==> src/rtl/yuyv_to_rgb_scaled_assert.svh <==
// Assertion macros shared by the YUYV to RGB converter.
`ifndef YUYV_TO_RGB_SCALED_ASSERT_SVH
`define YUYV_TO_RGB_SCALED_ASSERT_SVH

// Check a property on every rising clock edge outside reset.
`define YTS_ASSERT(lbl, prop, msg) \
  lbl: assert property (@(posedge clk) disable iff (!rst_n) (prop)) else $error(msg);

// Check that a condition holds in the cycle after a trigger.
`define YTS_ASSERT_NEXT(lbl, ante, cons, msg) \
  lbl: assert property (@(posedge clk) disable iff (!rst_n) (ante) |=> (cons)) else $error(msg);

`endif

==> src/rtl/yts_pkg.sv <==
// Types, constants and arithmetic helpers for the YUYV to RGB converter.
package yts_pkg;

  localparam int unsigned PIX_W   = 8;
  localparam int unsigned GAIN_W  = 9;
  localparam int unsigned DIFF_W  = 9;
  localparam int unsigned COEF_W  = 14;
  localparam int unsigned PROD_W  = 21;
  localparam int unsigned SUM_W   = 22;
  localparam int unsigned FRAC_BITS  = 12;
  localparam int unsigned GAIN_SHIFT = 8;

  localparam logic signed [COEF_W-1:0] COEF_RV = 14'sd5747;
  localparam logic signed [COEF_W-1:0] COEF_GU = 14'sd1409;
  localparam logic signed [COEF_W-1:0] COEF_GV = 14'sd2925;
  localparam logic signed [COEF_W-1:0] COEF_BU = 14'sd7250;

  localparam logic [DIFF_W-1:0] CHROMA_OFFSET = 9'd128;
  localparam logic [PIX_W-1:0]  CHAN_MAX      = 8'd255;
  localparam logic [GAIN_W-1:0] GAIN_RESET    = 9'd220;

  // One YUYV macropixel.
  typedef struct packed {
    logic [PIX_W-1:0] luma_first;
    logic [PIX_W-1:0] chroma_u;
    logic [PIX_W-1:0] luma_second;
    logic [PIX_W-1:0] chroma_v;
  } yts_pix_t;

  // Luma plus the shared Q12 chroma terms.
  typedef struct packed {
    logic [PIX_W-1:0]         luma_first;
    logic [PIX_W-1:0]         luma_second;
    logic signed [PROD_W-1:0] red_term;
    logic signed [PROD_W-1:0] green_term;
    logic signed [PROD_W-1:0] blue_term;
  } yts_prod_t;

  // Two RGB pixels.
  typedef struct packed {
    logic [PIX_W-1:0] red_first;
    logic [PIX_W-1:0] green_first;
    logic [PIX_W-1:0] blue_first;
    logic [PIX_W-1:0] red_second;
    logic [PIX_W-1:0] green_second;
    logic [PIX_W-1:0] blue_second;
  } yts_rgb_t;

  // Remove the chroma offset.
  function automatic logic signed [DIFF_W-1:0] chroma_diff(input logic [PIX_W-1:0] c);
    return $signed({1'b0, c} - CHROMA_OFFSET);
  endfunction

  // Chroma difference times a Q12 coefficient.
  function automatic logic signed [PROD_W-1:0] mul_coef(
    input logic signed [DIFF_W-1:0] d,
    input logic signed [COEF_W-1:0] c
  );
    logic signed [DIFF_W+COEF_W-1:0] p;
    p = d * c;
    return p[PROD_W-1:0];
  endfunction

  // Add luma in Q12 to a chroma term, floor by 12 bits and clamp to 0..255.
  function automatic logic [PIX_W-1:0] mix_clamp(
    input logic [PIX_W-1:0]         y,
    input logic signed [PROD_W-1:0] t
  );
    logic signed [SUM_W-1:0] s;
    s = $signed({2'b00, y, {FRAC_BITS{1'b0}}}) + $signed({t[PROD_W-1], t});
    if (s[SUM_W-1]) begin
      return '0;
    end else if (s[FRAC_BITS+PIX_W]) begin
      return CHAN_MAX;
    end else begin
      return s[FRAC_BITS+PIX_W-1:FRAC_BITS];
    end
  endfunction

  // Apply the gain, truncate by 8 bits and saturate.
  function automatic logic [PIX_W-1:0] apply_gain(
    input logic [PIX_W-1:0]  v,
    input logic [GAIN_W-1:0] g
  );
    logic [PIX_W+GAIN_W-1:0] p;
    p = v * g;
    if (p[PIX_W+GAIN_W-1]) begin
      return CHAN_MAX;
    end else begin
      return p[PIX_W+GAIN_W-2:GAIN_SHIFT];
    end
  endfunction

endpackage

==> src/rtl/yts_if.sv <==
// Channel interfaces of the YUYV to RGB converter.
interface yts_in_if;
  logic                    valid;
  logic                    ready;
  logic [yts_pkg::PIX_W-1:0] luma_first;
  logic [yts_pkg::PIX_W-1:0] chroma_u;
  logic [yts_pkg::PIX_W-1:0] luma_second;
  logic [yts_pkg::PIX_W-1:0] chroma_v;
  modport source (output valid, luma_first, chroma_u, luma_second, chroma_v, input ready);
  modport sink (input valid, luma_first, chroma_u, luma_second, chroma_v, output ready);
endinterface

interface yts_out_if;
  logic                    valid;
  logic                    ready;
  logic [yts_pkg::PIX_W-1:0] red_first;
  logic [yts_pkg::PIX_W-1:0] green_first;
  logic [yts_pkg::PIX_W-1:0] blue_first;
  logic [yts_pkg::PIX_W-1:0] red_second;
  logic [yts_pkg::PIX_W-1:0] green_second;
  logic [yts_pkg::PIX_W-1:0] blue_second;
  modport source (output valid, red_first, green_first, blue_first,
                  red_second, green_second, blue_second, input ready);
  modport sink (input valid, red_first, green_first, blue_first,
                red_second, green_second, blue_second, output ready);
endinterface

interface yts_cfg_if;
  logic                     valid;
  logic                     ready;
  logic [yts_pkg::GAIN_W-1:0] output_gain;
  modport source (output valid, output_gain, input ready);
  modport sink (input valid, output_gain, output ready);
endinterface

==> src/rtl/yts_chroma.sv <==
// Stage one: chroma offset removal and the Q12 chroma products.
module yts_chroma (
  input  logic                clk,
  input  logic                rst_n,
  input  logic                in_valid,
  output logic                in_ready,
  input  yts_pkg::yts_pix_t   in_pix,
  output logic                out_valid,
  input  logic                out_ready,
  output yts_pkg::yts_prod_t  out_prod
);
  import yts_pkg::*;

  logic                     valid_r;
  yts_prod_t                prod_r;
  yts_prod_t                prod_nxt;
  logic signed [DIFF_W-1:0] du;
  logic signed [DIFF_W-1:0] dv;

  // Form the shared chroma terms.
  always_comb begin
    du = chroma_diff(in_pix.chroma_u);
    dv = chroma_diff(in_pix.chroma_v);
    prod_nxt.luma_first  = in_pix.luma_first;
    prod_nxt.luma_second = in_pix.luma_second;
    prod_nxt.red_term    = mul_coef(dv, COEF_RV);
    prod_nxt.green_term  = -(mul_coef(du, COEF_GU) + mul_coef(dv, COEF_GV));
    prod_nxt.blue_term   = mul_coef(du, COEF_BU);
  end

  assign in_ready = !valid_r || out_ready;

  // Advance when the next stage takes the item or this one is empty.
  always_ff @(posedge clk) begin
    if (!rst_n) begin
      valid_r <= 1'b0;
    end else if (in_ready) begin
      valid_r <= in_valid;
    end
  end

  always_ff @(posedge clk) begin
    if (in_ready && in_valid) begin
      prod_r <= prod_nxt;
    end
  end

  assign out_valid = valid_r;
  assign out_prod  = prod_r;

endmodule

==> src/rtl/yts_mix.sv <==
// Stage two: add luma, floor the Q12 sums and clamp each channel.
module yts_mix (
  input  logic                clk,
  input  logic                rst_n,
  input  logic                in_valid,
  output logic                in_ready,
  input  yts_pkg::yts_prod_t  in_prod,
  output logic                out_valid,
  input  logic                out_ready,
  output yts_pkg::yts_rgb_t   out_rgb
);
  import yts_pkg::*;

  logic     valid_r;
  yts_rgb_t rgb_r;
  yts_rgb_t rgb_nxt;

  // Both pixels share the chroma terms.
  always_comb begin
    rgb_nxt.red_first    = mix_clamp(in_prod.luma_first, in_prod.red_term);
    rgb_nxt.green_first  = mix_clamp(in_prod.luma_first, in_prod.green_term);
    rgb_nxt.blue_first   = mix_clamp(in_prod.luma_first, in_prod.blue_term);
    rgb_nxt.red_second   = mix_clamp(in_prod.luma_second, in_prod.red_term);
    rgb_nxt.green_second = mix_clamp(in_prod.luma_second, in_prod.green_term);
    rgb_nxt.blue_second  = mix_clamp(in_prod.luma_second, in_prod.blue_term);
  end

  assign in_ready = !valid_r || out_ready;

  // Advance when the next stage takes the item or this one is empty.
  always_ff @(posedge clk) begin
    if (!rst_n) begin
      valid_r <= 1'b0;
    end else if (in_ready) begin
      valid_r <= in_valid;
    end
  end

  always_ff @(posedge clk) begin
    if (in_ready && in_valid) begin
      rgb_r <= rgb_nxt;
    end
  end

  assign out_valid = valid_r;
  assign out_rgb   = rgb_r;

endmodule

==> src/rtl/yts_gain.sv <==
// Stage three: output gain with saturation; its register drives the output.
module yts_gain (
  input  logic                        clk,
  input  logic                        rst_n,
  input  logic [yts_pkg::GAIN_W-1:0]  gain,
  input  logic                        in_valid,
  output logic                        in_ready,
  input  yts_pkg::yts_rgb_t           in_rgb,
  output logic                        out_valid,
  input  logic                        out_ready,
  output yts_pkg::yts_rgb_t           out_rgb
);
  import yts_pkg::*;

  logic     valid_r;
  yts_rgb_t rgb_r;
  yts_rgb_t rgb_nxt;

  // Scale every channel by the gain.
  always_comb begin
    rgb_nxt.red_first    = apply_gain(in_rgb.red_first, gain);
    rgb_nxt.green_first  = apply_gain(in_rgb.green_first, gain);
    rgb_nxt.blue_first   = apply_gain(in_rgb.blue_first, gain);
    rgb_nxt.red_second   = apply_gain(in_rgb.red_second, gain);
    rgb_nxt.green_second = apply_gain(in_rgb.green_second, gain);
    rgb_nxt.blue_second  = apply_gain(in_rgb.blue_second, gain);
  end

  assign in_ready = !valid_r || out_ready;

  // Hold the result until the receiver takes it.
  always_ff @(posedge clk) begin
    if (!rst_n) begin
      valid_r <= 1'b0;
    end else if (in_ready) begin
      valid_r <= in_valid;
    end
  end

  always_ff @(posedge clk) begin
    if (in_ready && in_valid) begin
      rgb_r <= rgb_nxt;
    end
  end

  assign out_valid = valid_r;
  assign out_rgb   = rgb_r;

endmodule

==> src/rtl/yuyv_to_rgb_scaled.sv <==
// Top level of the YUYV 4:2:2 macropixel to RGB888 converter with output gain.
//
// in_ch takes one YUYV macropixel per transfer (two luma samples, shared U
// and V). out_ch gives the two RGB pixels of that macropixel per transfer,
// in input order. cfg_ch writes the 9-bit output gain (numerator over 256);
// write it only while no macropixel is in flight.
//
// Three register stages: chroma products, luma add with floor and clamp,
// gain multiply with saturation. An accepted macropixel passes through the
// stage registers in that order, and the stage-three register drives
// out_ch. Throughput is one macropixel per cycle while out_ch does not stall;
// each stage has its own valid bit.
//
// Each stage moves on when it is empty or the stage after it moves, so a
// stall on out_ch fills the empty stages first and in_ch.ready drops only
// when all three hold items. Nothing is lost or repeated across a stall.
//
// Reset (rst_n low, synchronous) empties the pipeline and sets the gain to 220.
module yuyv_to_rgb_scaled (
  input  logic      clk,
  input  logic      rst_n,
  yts_in_if.sink    in_ch,
  yts_out_if.source out_ch,
  yts_cfg_if.sink   cfg_ch
);
  import yts_pkg::*;

  logic [GAIN_W-1:0] gain_r;
  yts_pix_t          in_pix;
  yts_prod_t         s1_prod;
  yts_rgb_t          s2_rgb;
  yts_rgb_t          s3_rgb;
  logic              s1_valid;
  logic              s2_valid;
  logic              s2_ready;
  logic              s3_ready;

  // Gain register, always writable.
  assign cfg_ch.ready = 1'b1;

  always_ff @(posedge clk) begin
    if (!rst_n) begin
      gain_r <= GAIN_RESET;
    end else if (cfg_ch.valid) begin
      gain_r <= cfg_ch.output_gain;
    end
  end

  assign in_pix.luma_first  = in_ch.luma_first;
  assign in_pix.chroma_u    = in_ch.chroma_u;
  assign in_pix.luma_second = in_ch.luma_second;
  assign in_pix.chroma_v    = in_ch.chroma_v;

  yts_chroma u_chroma (
    .clk       (clk),
    .rst_n     (rst_n),
    .in_valid  (in_ch.valid),
    .in_ready  (in_ch.ready),
    .in_pix    (in_pix),
    .out_valid (s1_valid),
    .out_ready (s2_ready),
    .out_prod  (s1_prod)
  );

  yts_mix u_mix (
    .clk       (clk),
    .rst_n     (rst_n),
    .in_valid  (s1_valid),
    .in_ready  (s2_ready),
    .in_prod   (s1_prod),
    .out_valid (s2_valid),
    .out_ready (s3_ready),
    .out_rgb   (s2_rgb)
  );

  yts_gain u_gain (
    .clk       (clk),
    .rst_n     (rst_n),
    .gain      (gain_r),
    .in_valid  (s2_valid),
    .in_ready  (s3_ready),
    .in_rgb    (s2_rgb),
    .out_valid (out_ch.valid),
    .out_ready (out_ch.ready),
    .out_rgb   (s3_rgb)
  );

  assign out_ch.red_first    = s3_rgb.red_first;
  assign out_ch.green_first  = s3_rgb.green_first;
  assign out_ch.blue_first   = s3_rgb.blue_first;
  assign out_ch.red_second   = s3_rgb.red_second;
  assign out_ch.green_second = s3_rgb.green_second;
  assign out_ch.blue_second  = s3_rgb.blue_second;

  `include "yuyv_to_rgb_scaled_assert.svh"

  // Input backpressure only when every stage is full and the output stalls.
  `YTS_ASSERT(a_no_bubble_stall, !in_ch.ready |-> (s1_valid && s2_valid && out_ch.valid && !out_ch.ready), "input stalled while a stage was empty")

  // An accepted item must reach the output when out_ch does not stall.
  `YTS_ASSERT_NEXT(a_latency, in_ch.valid && in_ch.ready ##1 out_ch.ready ##1 out_ch.ready, out_ch.valid, "result missing three cycles after transfer")

  // A zero gain gives black pixels.
  `YTS_ASSERT_NEXT(a_zero_gain, s2_valid && s3_ready && gain_r == '0, out_ch.red_first == '0 && out_ch.green_first == '0 && out_ch.blue_first == '0 && out_ch.red_second == '0 && out_ch.green_second == '0 && out_ch.blue_second == '0, "nonzero output with zero gain")

endmodule

==> src/flat_wrapper.sv <==
// flat-port wrapper written by rule: the top's interface ports become plain ports
module yuyv_to_rgb_scaled_flat import yts_pkg::*;
  (clk, rst_n, in_ch_valid, in_ch_luma_first, in_ch_chroma_u, in_ch_luma_second, in_ch_chroma_v, in_ch_ready, out_ch_valid, out_ch_red_first, out_ch_green_first, out_ch_blue_first, out_ch_red_second, out_ch_green_second, out_ch_blue_second, out_ch_ready, cfg_ch_valid, cfg_ch_output_gain, cfg_ch_ready);
  yts_in_if in_ch_i ();
  yts_out_if out_ch_i ();
  yts_cfg_if cfg_ch_i ();
  input  logic clk;
  input  logic rst_n;
  input wire logic [$bits(in_ch_i.valid)-1:0] in_ch_valid;
  input wire logic [$bits(in_ch_i.luma_first)-1:0] in_ch_luma_first;
  input wire logic [$bits(in_ch_i.chroma_u)-1:0] in_ch_chroma_u;
  input wire logic [$bits(in_ch_i.luma_second)-1:0] in_ch_luma_second;
  input wire logic [$bits(in_ch_i.chroma_v)-1:0] in_ch_chroma_v;
  output wire logic [$bits(in_ch_i.ready)-1:0] in_ch_ready;
  output wire logic [$bits(out_ch_i.valid)-1:0] out_ch_valid;
  output wire logic [$bits(out_ch_i.red_first)-1:0] out_ch_red_first;
  output wire logic [$bits(out_ch_i.green_first)-1:0] out_ch_green_first;
  output wire logic [$bits(out_ch_i.blue_first)-1:0] out_ch_blue_first;
  output wire logic [$bits(out_ch_i.red_second)-1:0] out_ch_red_second;
  output wire logic [$bits(out_ch_i.green_second)-1:0] out_ch_green_second;
  output wire logic [$bits(out_ch_i.blue_second)-1:0] out_ch_blue_second;
  input wire logic [$bits(out_ch_i.ready)-1:0] out_ch_ready;
  input wire logic [$bits(cfg_ch_i.valid)-1:0] cfg_ch_valid;
  input wire logic [$bits(cfg_ch_i.output_gain)-1:0] cfg_ch_output_gain;
  output wire logic [$bits(cfg_ch_i.ready)-1:0] cfg_ch_ready;
  assign in_ch_i.valid = in_ch_valid;
  assign in_ch_i.luma_first = in_ch_luma_first;
  assign in_ch_i.chroma_u = in_ch_chroma_u;
  assign in_ch_i.luma_second = in_ch_luma_second;
  assign in_ch_i.chroma_v = in_ch_chroma_v;
  assign in_ch_ready = in_ch_i.ready;
  assign out_ch_valid = out_ch_i.valid;
  assign out_ch_red_first = out_ch_i.red_first;
  assign out_ch_green_first = out_ch_i.green_first;
  assign out_ch_blue_first = out_ch_i.blue_first;
  assign out_ch_red_second = out_ch_i.red_second;
  assign out_ch_green_second = out_ch_i.green_second;
  assign out_ch_blue_second = out_ch_i.blue_second;
  assign out_ch_i.ready = out_ch_ready;
  assign cfg_ch_i.valid = cfg_ch_valid;
  assign cfg_ch_i.output_gain = cfg_ch_output_gain;
  assign cfg_ch_ready = cfg_ch_i.ready;
  yuyv_to_rgb_scaled u_core (.clk(clk), .rst_n(rst_n), .in_ch(in_ch_i), .out_ch(out_ch_i), .cfg_ch(cfg_ch_i));
endmodule
==> config.mk <==
export PLATFORM = sky130hd
export DESIGN_NAME = yuyv_to_rgb_scaled_flat
export DESIGN_NICKNAME = d
export VERILOG_FILES = /design/src/rtl/yts_pkg.sv /design/src/rtl/yts_if.sv /design/src/rtl/yts_chroma.sv /design/src/rtl/yts_mix.sv /design/src/rtl/yts_gain.sv /design/src/rtl/yuyv_to_rgb_scaled.sv /design/src/flat_wrapper.sv
export VERILOG_INCLUDE_DIRS = /design/src /design/src/rtl
export SDC_FILE = /design/constraint.sdc
export NUM_CORES = 1
export LEC_CHECK = 0
export BUFFER_PORTS_ARGS = -buffer_cell sky130_fd_sc_hd__buf_2
export CELL_PAD_IN_SITES_DETAIL_PLACEMENT = 1
export CELL_PAD_IN_SITES_GLOBAL_PLACEMENT = 2
export CORE_AREA = 2 2 264 266
export CTS_BUF_LIST = sky130_fd_sc_hd__clkbuf_4
export CTS_CLUSTER_SIZE = 10
export DETAILED_ROUTE_END_ITERATION = 7
export DIE_AREA = 0 0 266 268
export PLACE_DENSITY = 0.86
export SLEW_MARGIN = 20
export SYNTH_ARGS = -nofsm -noshare
export SYNTH_HDL_FRONTEND = slang
export SYNTH_SLANG_ARGS = --single-unit
==> constraint.sdc <==
create_clock -name clk -period 5.4 [get_ports clk]
set_input_delay 0.54 -clock clk [delete_from_list [all_inputs] [get_ports clk]]
set_output_delay 0.54 -clock clk [all_outputs]
set_load 0.01 [all_outputs]
==> results of run 1 <==
per-layer routing:
metal / vias to the layer above / GRT usage / routed length, um
met5: - / 0 / 0
met4: 0 / 0.0469 / 1250
met3: 78 / 0.0109 / 1640
met2: 268 / 0.365 / 35400
met1: 9775 / 0.246 / 29900
li1: 8997 / - / -
cell families after synthesis:
kind of cell | count (synthesis) | share of synthesized area
compound gates | 277 | 0.0719
buf+inv | 643 | 0.0914
mux | 13 | 0.00492
xor+xnor | 120 | 0.0403
flops | 151 | 0.167
fa+ha+maj | 836 | 0.498
other cells | 1 | 0.000142
simple gates | 665 | 0.127
synthesized netlist by cell type (3+ instances only):
cell,number
a211oi_1,5
a21boi_0,8
a21o_1,27
a21oi_1,50
a31oi_1,11
a41o_1,3
and2_1,221
and3_1,6
and4_1,4
buf_1,3
clkbuf_1,60
dfxtp_1,12
edfxtp_1,139
fa_1,361
ha_1,475
inv_1,578
mux2i_1,13
nand2_1,263
nand2b_1,15
nand3_1,16
nand3b_1,10
nand4_1,7
nand4b_1,6
nor2_1,55
nor2b_1,28
nor3_1,19
nor4_1,3
o211ai_1,5
o21a_1,66
o21ai_0,53
o21ai_1,3
o21bai_1,9
o31a_1,5
o31ai_1,3
o31ai_2,3
or2_2,5
or3_1,5
xnor2_1,75
xor2_1,43
per-stage QoR:
step,hold slack [ns],TNS (ns),instance area [um^2],setup WS [ns]
after global placement,0.558,-1.80,29000,-0.361
after CTS,0.0545,0,29300,0.0194
after global routing,0.0664,-0.0292,29600,-0.0170
after floorplan,0.495,0,26500,0.00978
final,0.0965,0,29600,0.152
after detailed placement,0.602,-2.92,29000,-0.596
worst paths after layout:
kind                                           startpoint                           end
worst min-delay path                  in_ch_luma_first[7]  u_core.u_chroma.out_prod[78]
worst max-delay path                    in_ch_chroma_v[1]  u_core.u_chroma.out_prod[41]
worst max register to register           u_core.gain_r[1]      u_core.u_gain.out_rgb[2]
worst min register to register  u_core.u_chroma.out_valid        u_core.u_mix.out_valid
registers in the layout, indices dropped and copies added, names as in the netlist:
signal,flops
u_core.u_gain.out_rgb,48
u_core.u_chroma.out_valid,1
u_core.gain_r,9
u_core.u_mix.out_valid,1
u_core.u_gain.out_valid,1
u_core.u_mix.out_rgb,48
u_core.u_chroma.out_prod,43
critical path: stages:
cell and delay (ns):
buf_2 0.16, inv_2 0.07, ha_4 0.25, fa_2 0.53
inv_1 0.07, ha_1 0.28, inv_1 0.05, fa_1 0.38
fa_1 0.51, inv_1 0.05, fa_1 0.47, inv_1 0.05
fa_1 0.48, ha_4 0.29, and4_1 0.21, and2_1 0.14
o311ai_1 0.12, and3_4 0.22, o31ai_4 0.23, nor4_1 0.08
nor3_1 0.30, xnor2_1 0.14
area by class of cell:
cell class              instances  area share
repair buffers                253      0.0624
diodes                          3    0.000253
clock inverters                12     0.00401
flip-flops and latches        151       0.149
inverters                     578      0.0732
well taps                     882      0.0372
multi-input cells            1912       0.668
clock buffers                  20     0.00507
timing repair:
item	CTS	global route
buffers inserted	0	21
endpoints found under the hold margin	0	0
gates resized for setup	0	38
endpoints found under the setup margin	0	33
==> out/results.tsv, run 1 <==
stage	metric	value	unit
cells_and_area	fin util	0.434	
job	max-cap check violation count	0	
logic_synthesis	top cells by area, synth	fa_1 27%, ha_1 22%, edfxtp_1 16%, inv_1 8.2%, and2_1 5.2%	
grt	Overflow after GRT	0	
placed_design	Cells after DPL	3753	
cts	CTS Buf Count	17	
logic_synthesis	#FFs+latches synth	151	
cells_and_area	Syn-to-layout area delta	12.0	%
cts	Clock Tree Buf Depth	2	
sta	final period utilization	0.972	
worst_hold_path	worst min path class	input port to flop	
floorplanning	core region area	68200	um^2
cts	Worst-path clk slew	0.17	ns
cts	H-tree levels	4	
sta	worst slew pin tran	0.896	ns
route	post-route DRC violation count	0	
route	Routed Antenna Nets	0	
sta	Max-slew headroom	0.401	
logic_synthesis	mean area per synthesized cell	9.78	um^2
floorplanning	die area	71300	um^2
sta	Final min period	5.25	ns
cts	hold_buf cts	0	
floorplanning	die width	266	um
logic_synthesis	Mapped Area	26500	um^2
cells_and_area	post-route insts no fill	3811	
logic_synthesis	Syn Nets	3588	
cts	CTS tree	done	
logic_synthesis	Post-synth EDFFs	139	
floorplanning	row count	96	
logic_synthesis	YS warnings	0	
cells_and_area	Reg area	4430	um^2
sta	count of final hold-check violations	0	
worst_setup_path	r2r setup slk	0.19	ns
worst_setup_path	Worst Setup Start Kind	input port	
grt	number of global-route vias before repair	21700	
route	DR WL/cell	17.9	um
logic_synthesis	Yosys top cell area share	0.273	
cts	clock sinks	151	
cells_and_area	commonest non-fill, non-tap cells in the layout	577 x inv_1, 472 x ha_1, 357 x fa_1, 263 x nand2_1, 221 x and2_1	
logic_synthesis	count of cell types in the netlist	66	
sta	fin. max-slew vios	0	
worst_setup_path	CP Max Fanout	5	
floorplanning	total I/O pin count	97	
sta	count of final setup violators	0	
logic_synthesis	sequential-to-total area share from yosys stat	0.167	
cells_and_area	filler instances	7808	
worst_hold_path	WHS Path Cells	1	
worst_setup_path	Required @ worst endpoint	5.77	ns
cells_and_area	commonest non-fill, non-tap cell in the layout	inv_1	
logic_synthesis	Gate Count Post-Synth	2706	
grt	global-route wire length before repair	111	mm
cells_and_area	area taken by multi-input logic gates	19800	um^2
cts	Clock Tree Root	clkbuf_4	
route	vias	19100	
floorplanning	Die Span Y	268	um
route	drt pass-1 iters	5	
logic_synthesis	post-synthesis async set-or-reset flop share	0	
route	total routed wirelength	68.2	mm
placed_design	gpl congestion	0.855	
route	vias per std cell	5.02	
cts	clk_lat worst skew	0.65	ns
logic_synthesis	post-synth top area cell	fa_1	
worst_setup_path	crit end category	flop	
worst_setup_path	crit path DAT	5.62	ns
grt	Total GRT Usage	0.195	
sta	highest clock rate	191	MHz
grt	initial antenna violation count	3	
placed_design	port bufs	95	
grt	largest net degree at the start of global routing	49	
logic_synthesis	Post-synth top flop	edfxtp_1	
worst_setup_path	worst-case reg-to-reg path depth	20	
cells_and_area	share of layout cells above drive strength 1	0.112	
worst_setup_path	crit path kind	input port to flop	
sta	skew final	0.0459	ns
placed_design	post-DP HPWL	57.4	mm
cells_and_area	Nets	3795	
status	status	finished, final reports clean	
route	Starting DRT DRC Count	726	
floorplanning	initial core utilization	0.388	
Power of run 1 is not shown: default switching activity piles up to over one toggle a cycle in this logic, so the estimate is an artifact.
==> run 2: changes to the inputs <==
Settings changed: BUFFER_PORTS_ARGS -buffer_cell sky130_fd_sc_hd__buf_2 to -buffer_cell sky130_fd_sc_hd__buf_4.
==> out/results.tsv, run 2 (synthesis gave the netlist of run 1 again) <==
stage	metric	value	unit
placed_design	Post-Place Setup Slack	-0.507	ns
sta	final period utilization	0.968	
grt	largest net degree at the start of global routing	49	
route	Starting DRT DRC Count	771	
worst_setup_path	worst path bufs/invs	5	
floorplanning	die area	71300	um^2
route	total routed wirelength	68.1	mm
route	drt pass-1 iters	4	
worst_hold_path	worst min path class	input port to flop	
grt	Overflow after GRT	0	
cts	Worst-path clk slew	0.14	ns
floorplanning	initial core utilization	0.388	
cells_and_area	post-route cell area	29800	um^2
cts	clock sinks	151	
worst_setup_path	worst-path cell chain	buf_4 -> inv_1 -> ha_4 -> fa_1 -> fa_1 -> fa_1 -> fa_1 -> fa_1 -> inv_1 -> fa_1 -> inv_1 -> ha_1 -> o21ai_0 -> nand2b_1 -> o311ai_0 -> and3_2 -> o31ai_4 -> buf_4 -> o21a_1 -> nor2_1 -> xnor2_1	
cells_and_area	commonest non-fill, non-tap cells in the layout	578 x inv_1, 473 x ha_1, 360 x fa_1, 263 x nand2_1, 236 x buf_4	
sta	Fin Hold WS	0.0712	ns
worst_setup_path	crit end category	flop	
worst_setup_path	Critical-path top delay cell	fa_1	
grt	initial antenna violation count	1	
route	Routed Antenna Nets	0	
grt	global-route wire length before repair	112	mm
cts	H-tree levels	4	
route	vias	19200	
placed_design	gpl congestion	0.862	
floorplanning	total I/O pin count	97	
cts	Clock Tree Root	clkbuf_4	
placed_design	Cells after DPL	3764	
grt	Total GRT Usage	0.198	
cells_and_area	Nets	3795	
placed_design	port bufs	95	
cells_and_area	commonest non-fill, non-tap cell in the layout	inv_1	
cts	Clock Tree Buf Depth	2	
sta	highest clock rate	191	MHz
worst_setup_path	Crit path max-delay family	adder cells	
grt	number of global-route vias before repair	21600	
status	status	finished, final reports clean	
worst_setup_path	CP max stage delay	0.58	ns
floorplanning	core region area	68200	um^2
sta	worst slew pin tran	0.897	ns
cells_and_area	post-route insts no fill	3808	
route	DR WL/cell	17.9	um
floorplanning	Die Span Y	268	um
sta	Final Worst Setup Slack	0.174	ns
cts	clk_lat worst skew	0.67	ns
placed_design	DP Area	29300	um^2
worst_setup_path	crit path DAT	5.63	ns
floorplanning	die width	266	um
worst_setup_path	Worst Setup Start Kind	input port	
cts	CTS Buf Count	17	
placed_design	post-DP HPWL	58.0	mm
cts	CTS tree	done	
route	vias per std cell	5.03	
sta	fin. max-slew vios	0	
cells_and_area	share of layout cells above drive strength 1	0.108	
worst_setup_path	Required @ worst endpoint	5.80	ns
job	max-cap check violation count	0	
sta	Max-slew headroom	0.400	
route	post-route DRC violation count	0	
worst_setup_path	crit path kind	input port to flop	
cells_and_area	Syn-to-layout area delta	12.5	%
sta	count of final setup violators	0	
worst_setup_path	most common cell type on the critical path	fa_1	
sta	skew final	0.0353	ns
sta	Final min period	5.23	ns
worst_setup_path	CP Max Fanout	5	
floorplanning	row count	96	
sta	count of final hold-check violations	0	
run 2: cell count changes in the layout (fill, tap and decap cells not counted), moves of 4 or more:
cell	before	now
buf_4	140	236
dlygate4sd3_1	0	5
dfxtp_1	7	11
buf_2	95	0
buf_6	5	1
run 2: cell type report:
type                            count  area [um^2]
Antenna cell                        1         2.50
Clock buffer                       17          128
Clock inverter                     14          124
Fill cell                        7785        38500
Inverter                          578         2170
Multi-Input combinational cell   1912        19800
Sequential cell                   151         4420
Tap cell                          882         1100
Timing Repair Buffer              253         2050
run 2: repair_timing:
action / 4_1_cts / 5_1_grt
resized for setup: 4 / 16
endpoints found under the setup margin: 13 / 28
pin swaps: 0 / 6
hold buffers: 5 / 0
hold endpoints to repair: 5 / 0
setup buffers: 0 / 7
run 2: worst paths after layout:
| kind | from | endpoint | slack, ns | cells after the start |
|---|---|---|---|---|
| setup reg to reg | u_core.gain_r[2] | u_core.u_gain.out_rgb[38] | 0.22 | 18 |
| hold / removal | in_ch_luma_first[6] | u_core.u_chroma.out_prod[77] | 0.07 | 1 |
| setup / recovery | in_ch_chroma_v[1] | u_core.u_chroma.out_prod[40] | 0.17 | 21 |
| hold reg to reg | u_core.u_chroma.out_valid | u_core.u_mix.out_valid | 0.64 | 2 |
run 2: per-stage QoR:
| stage | utilization | TNS, ns |
|---|---|---|
| 6_report | 0.436 | 0 |
| 3_3_place_gp | 0.430 | -1.66 |
| 3_5_place_dp | 0.430 | -2.84 |
| 5_1_grt | 0.436 | -0.00384 |
| 4_1_cts | 0.435 | 0 |
| 2_1_floorplan | - | 0 |
run 2: layer usage:
metal	track usage	part of all wire
met5	0	0
met3	0.0137	0.023
met4	0.0575	0.023
met2	0.363	0.51
met1	0.250	0.44
Power of run 2 is left out for the same reason.
==> run 3: changes to the inputs <==
Settings changed: BUFFER_PORTS_ARGS -buffer_cell sky130_fd_sc_hd__buf_4 to default, CORE_AREA 2 2 264 266 to 2 2 301 303, DIE_AREA 0 0 266 268 to 0 0 303 305, DONT_BUFFER_PORTS from default to 1, PLACE_DENSITY 0.86 to 0.68.
==> out/results.tsv, run 3 (synthesis gave the netlist of run 1 again) <==
stage	metric	value	unit
worst_setup_path	reg2reg end	u_core.u_gain.out_rgb[19]	
floorplanning	total I/O pin count	97	
worst_hold_path	worst min path class	input port to flop	
cells_and_area	fin util	0.329	
worst_setup_path	Critical-path top delay cell	fa_1	
worst_setup_path	crit path kind	flop to flop	
grt	Total GRT Usage	0.157	
route	vias	18300	
floorplanning	core region area	89300	um^2
worst_setup_path	crit end category	flop	
floorplanning	initial core utilization	0.296	
cells_and_area	commonest non-fill, non-tap cells in the layout	578 x inv_1, 473 x ha_1, 360 x fa_1, 263 x nand2_1, 221 x and2_1	
sta	fin. max-slew vios	0	
cts	H-tree levels	4	
cells_and_area	post-route insts no fill	4008	
route	Starting DRT DRC Count	569	
route	met3 routed WL	1.56	mm
route	Routed Antenna Nets	0	
placed_design	gpl congestion	0.851	
sta	Max-slew headroom	0.491	
grt	initial antenna violation count	9	
route	DR WL/cell	17.3	um
placed_design	post-DP HPWL	58.1	mm
worst_setup_path	CP max stage delay	0.53	ns
worst_setup_path	r2r setup slk	0.25	ns
worst_setup_path	worst-case reg-to-reg path depth	18	
route	drt pass-1 iters	7	
cts	CTS tree	done	
sta	count of final hold-check violations	0	
route	post-route DRC violation count	24	
sta	skew final	0.0362	ns
cts	Clock Tree Buf Depth	2	
grt	number of global-route vias before repair	21200	
route	wl on met1	32.4	mm
grt	global-route wire length before repair	114	mm
route	total routed wirelength	69.2	mm
status	failing checks	DRC	
cells_and_area	Syn-to-layout area delta	11.1	%
cells_and_area	commonest non-fill, non-tap cell in the layout	inv_1	
grt	Overflow after GRT	0	
cts	Clock Tree Root	clkbuf_4	
worst_hold_path	worst hold start	out_ch_ready	
floorplanning	Die Span Y	305	um
cts	clk_lat worst skew	0.76	ns
worst_setup_path	crit path DAT	5.68	ns
cts	Worst-path clk slew	0.17	ns
worst_hold_path	Worst Hold Endpoint	u_core.u_gain.out_valid	
route	vias per std cell	4.57	
worst_setup_path	worst-path cell chain	buf_4 -> and2_1 -> fa_1 -> fa_1 -> inv_1 -> fa_1 -> fa_1 -> inv_1 -> ha_1 -> a2111oi_4 -> o31ai_2 -> a41o_1 -> a211oi_4 -> o31ai_2 -> a21oi_2 -> xnor2_2 -> buf_4 -> o21ai_1	
sta	Final min period	5.15	ns
sta	worst slew pin tran	0.763	ns
floorplanning	row count	110	
worst_setup_path	Reg-to-Reg Start	u_core.gain_r[3]	
cts	CTS Buf Count	17	
worst_setup_path	Required @ worst endpoint	5.94	ns
worst_setup_path	CP Max Fanout	12	
cts	clock sinks	151	
placed_design	Cells after DPL	3921	
route	met2 routed WL	34.2	mm
grt	largest net degree at the start of global routing	49	
placed_design	port bufs	0	
sta	final period utilization	0.953	
floorplanning	die width	303	um
sta	highest clock rate	194	MHz
cells_and_area	Nets	3694	
worst_setup_path	most common cell type on the critical path	fa_1	
job	max-cap check violation count	0	
sta	count of final setup violators	0	
worst_setup_path	Worst Setup Start Kind	flop	
floorplanning	die area	92400	um^2
sta	TNS Setup	0	ns
worst_hold_path	WHS Path Cells	2	
status	status	complete, but fails checks	
route	highest routed layer	met5	
cells_and_area	share of layout cells above drive strength 1	0.0652	
run 3: changes by cell type in the layout (fill, tap and decap cells not counted), moves of 4 or more:
cell and delta:
buf_12 -4, buf_4 -126, dlygate4sd3_1 +30, diode_2 +7
run 3: how the worst max path moves through the flow:
stage                              from                           end  slack [ns]  cells after the start
2_1_floorplan         in_ch_chroma_v[1]  u_core.u_chroma.out_prod[41]        0.01                     19
3_3_place_gp          in_ch_chroma_v[2]  u_core.u_chroma.out_prod[38]       -0.19                     19
3_5_place_dp          in_ch_chroma_v[1]  u_core.u_chroma.out_prod[40]       -0.37                     19
4_1_cts                u_core.gain_r[3]     u_core.u_gain.out_rgb[29]        0.12                     19
5_1_grt        u_core.u_mix.out_rgb[44]     u_core.u_gain.out_rgb[45]       -0.01                     17
6_report               u_core.gain_r[3]     u_core.u_gain.out_rgb[19]        0.25                     18
run 3: metal layers:
layer,vias to the layer above,track usage
li1,8800,-
met4,12,0.0323
met1,9313,0.204
met2,155,0.276
met3,52,0.0200
met5,-,0
run 3: area by class of cell:
type / instances / area [um^2]
Fill cell: 10200 / 59900
Antenna cell: 8 / 20.0
Clock inverter: 14 / 123
Clock buffer: 17 / 128
Sequential cell: 151 / 4430
Multi-Input combinational cell: 1912 / 19800
Timing Repair Buffer: 152 / 1320
Tap cell: 1176 / 1470
Inverter: 578 / 2170
run 3: repair_timing:
action,in CTS,in global routing
endpoints found under the hold margin,28,0
pin swaps,0,5
hold buffers,35,0
setup buffers,0,13
setup endpoints to repair,25,37
gates resized for setup,4,14
gates cloned,0,0
run 3: per-stage QoR:
stage	hold WS [ns]	area, um^2	worst slack (ns)
2_1_floorplan	0.495	26500	0.00978
3_3_place_gp	0.563	28600	-0.187
3_5_place_dp	0.589	28600	-0.369
4_1_cts	0.0472	29200	0.121
5_1_grt	0.0921	29400	-0.0116
6_report	0.168	29400	0.253
run 3: critical path, delay by kind of cell (launching register included):
| family | cells | cell delay (ns) |
|---|---|---|
| flops | 1 | 0.44 |
| fa+ha+maj | 5 | 2.27 |
| xor+xnor | 1 | 0.13 |
| compound gates | 7 | 1.41 |
| simple gates | 1 | 0.16 |
| buf+inv | 4 | 0.47 |
Power of run 3 is left out for the same reason.
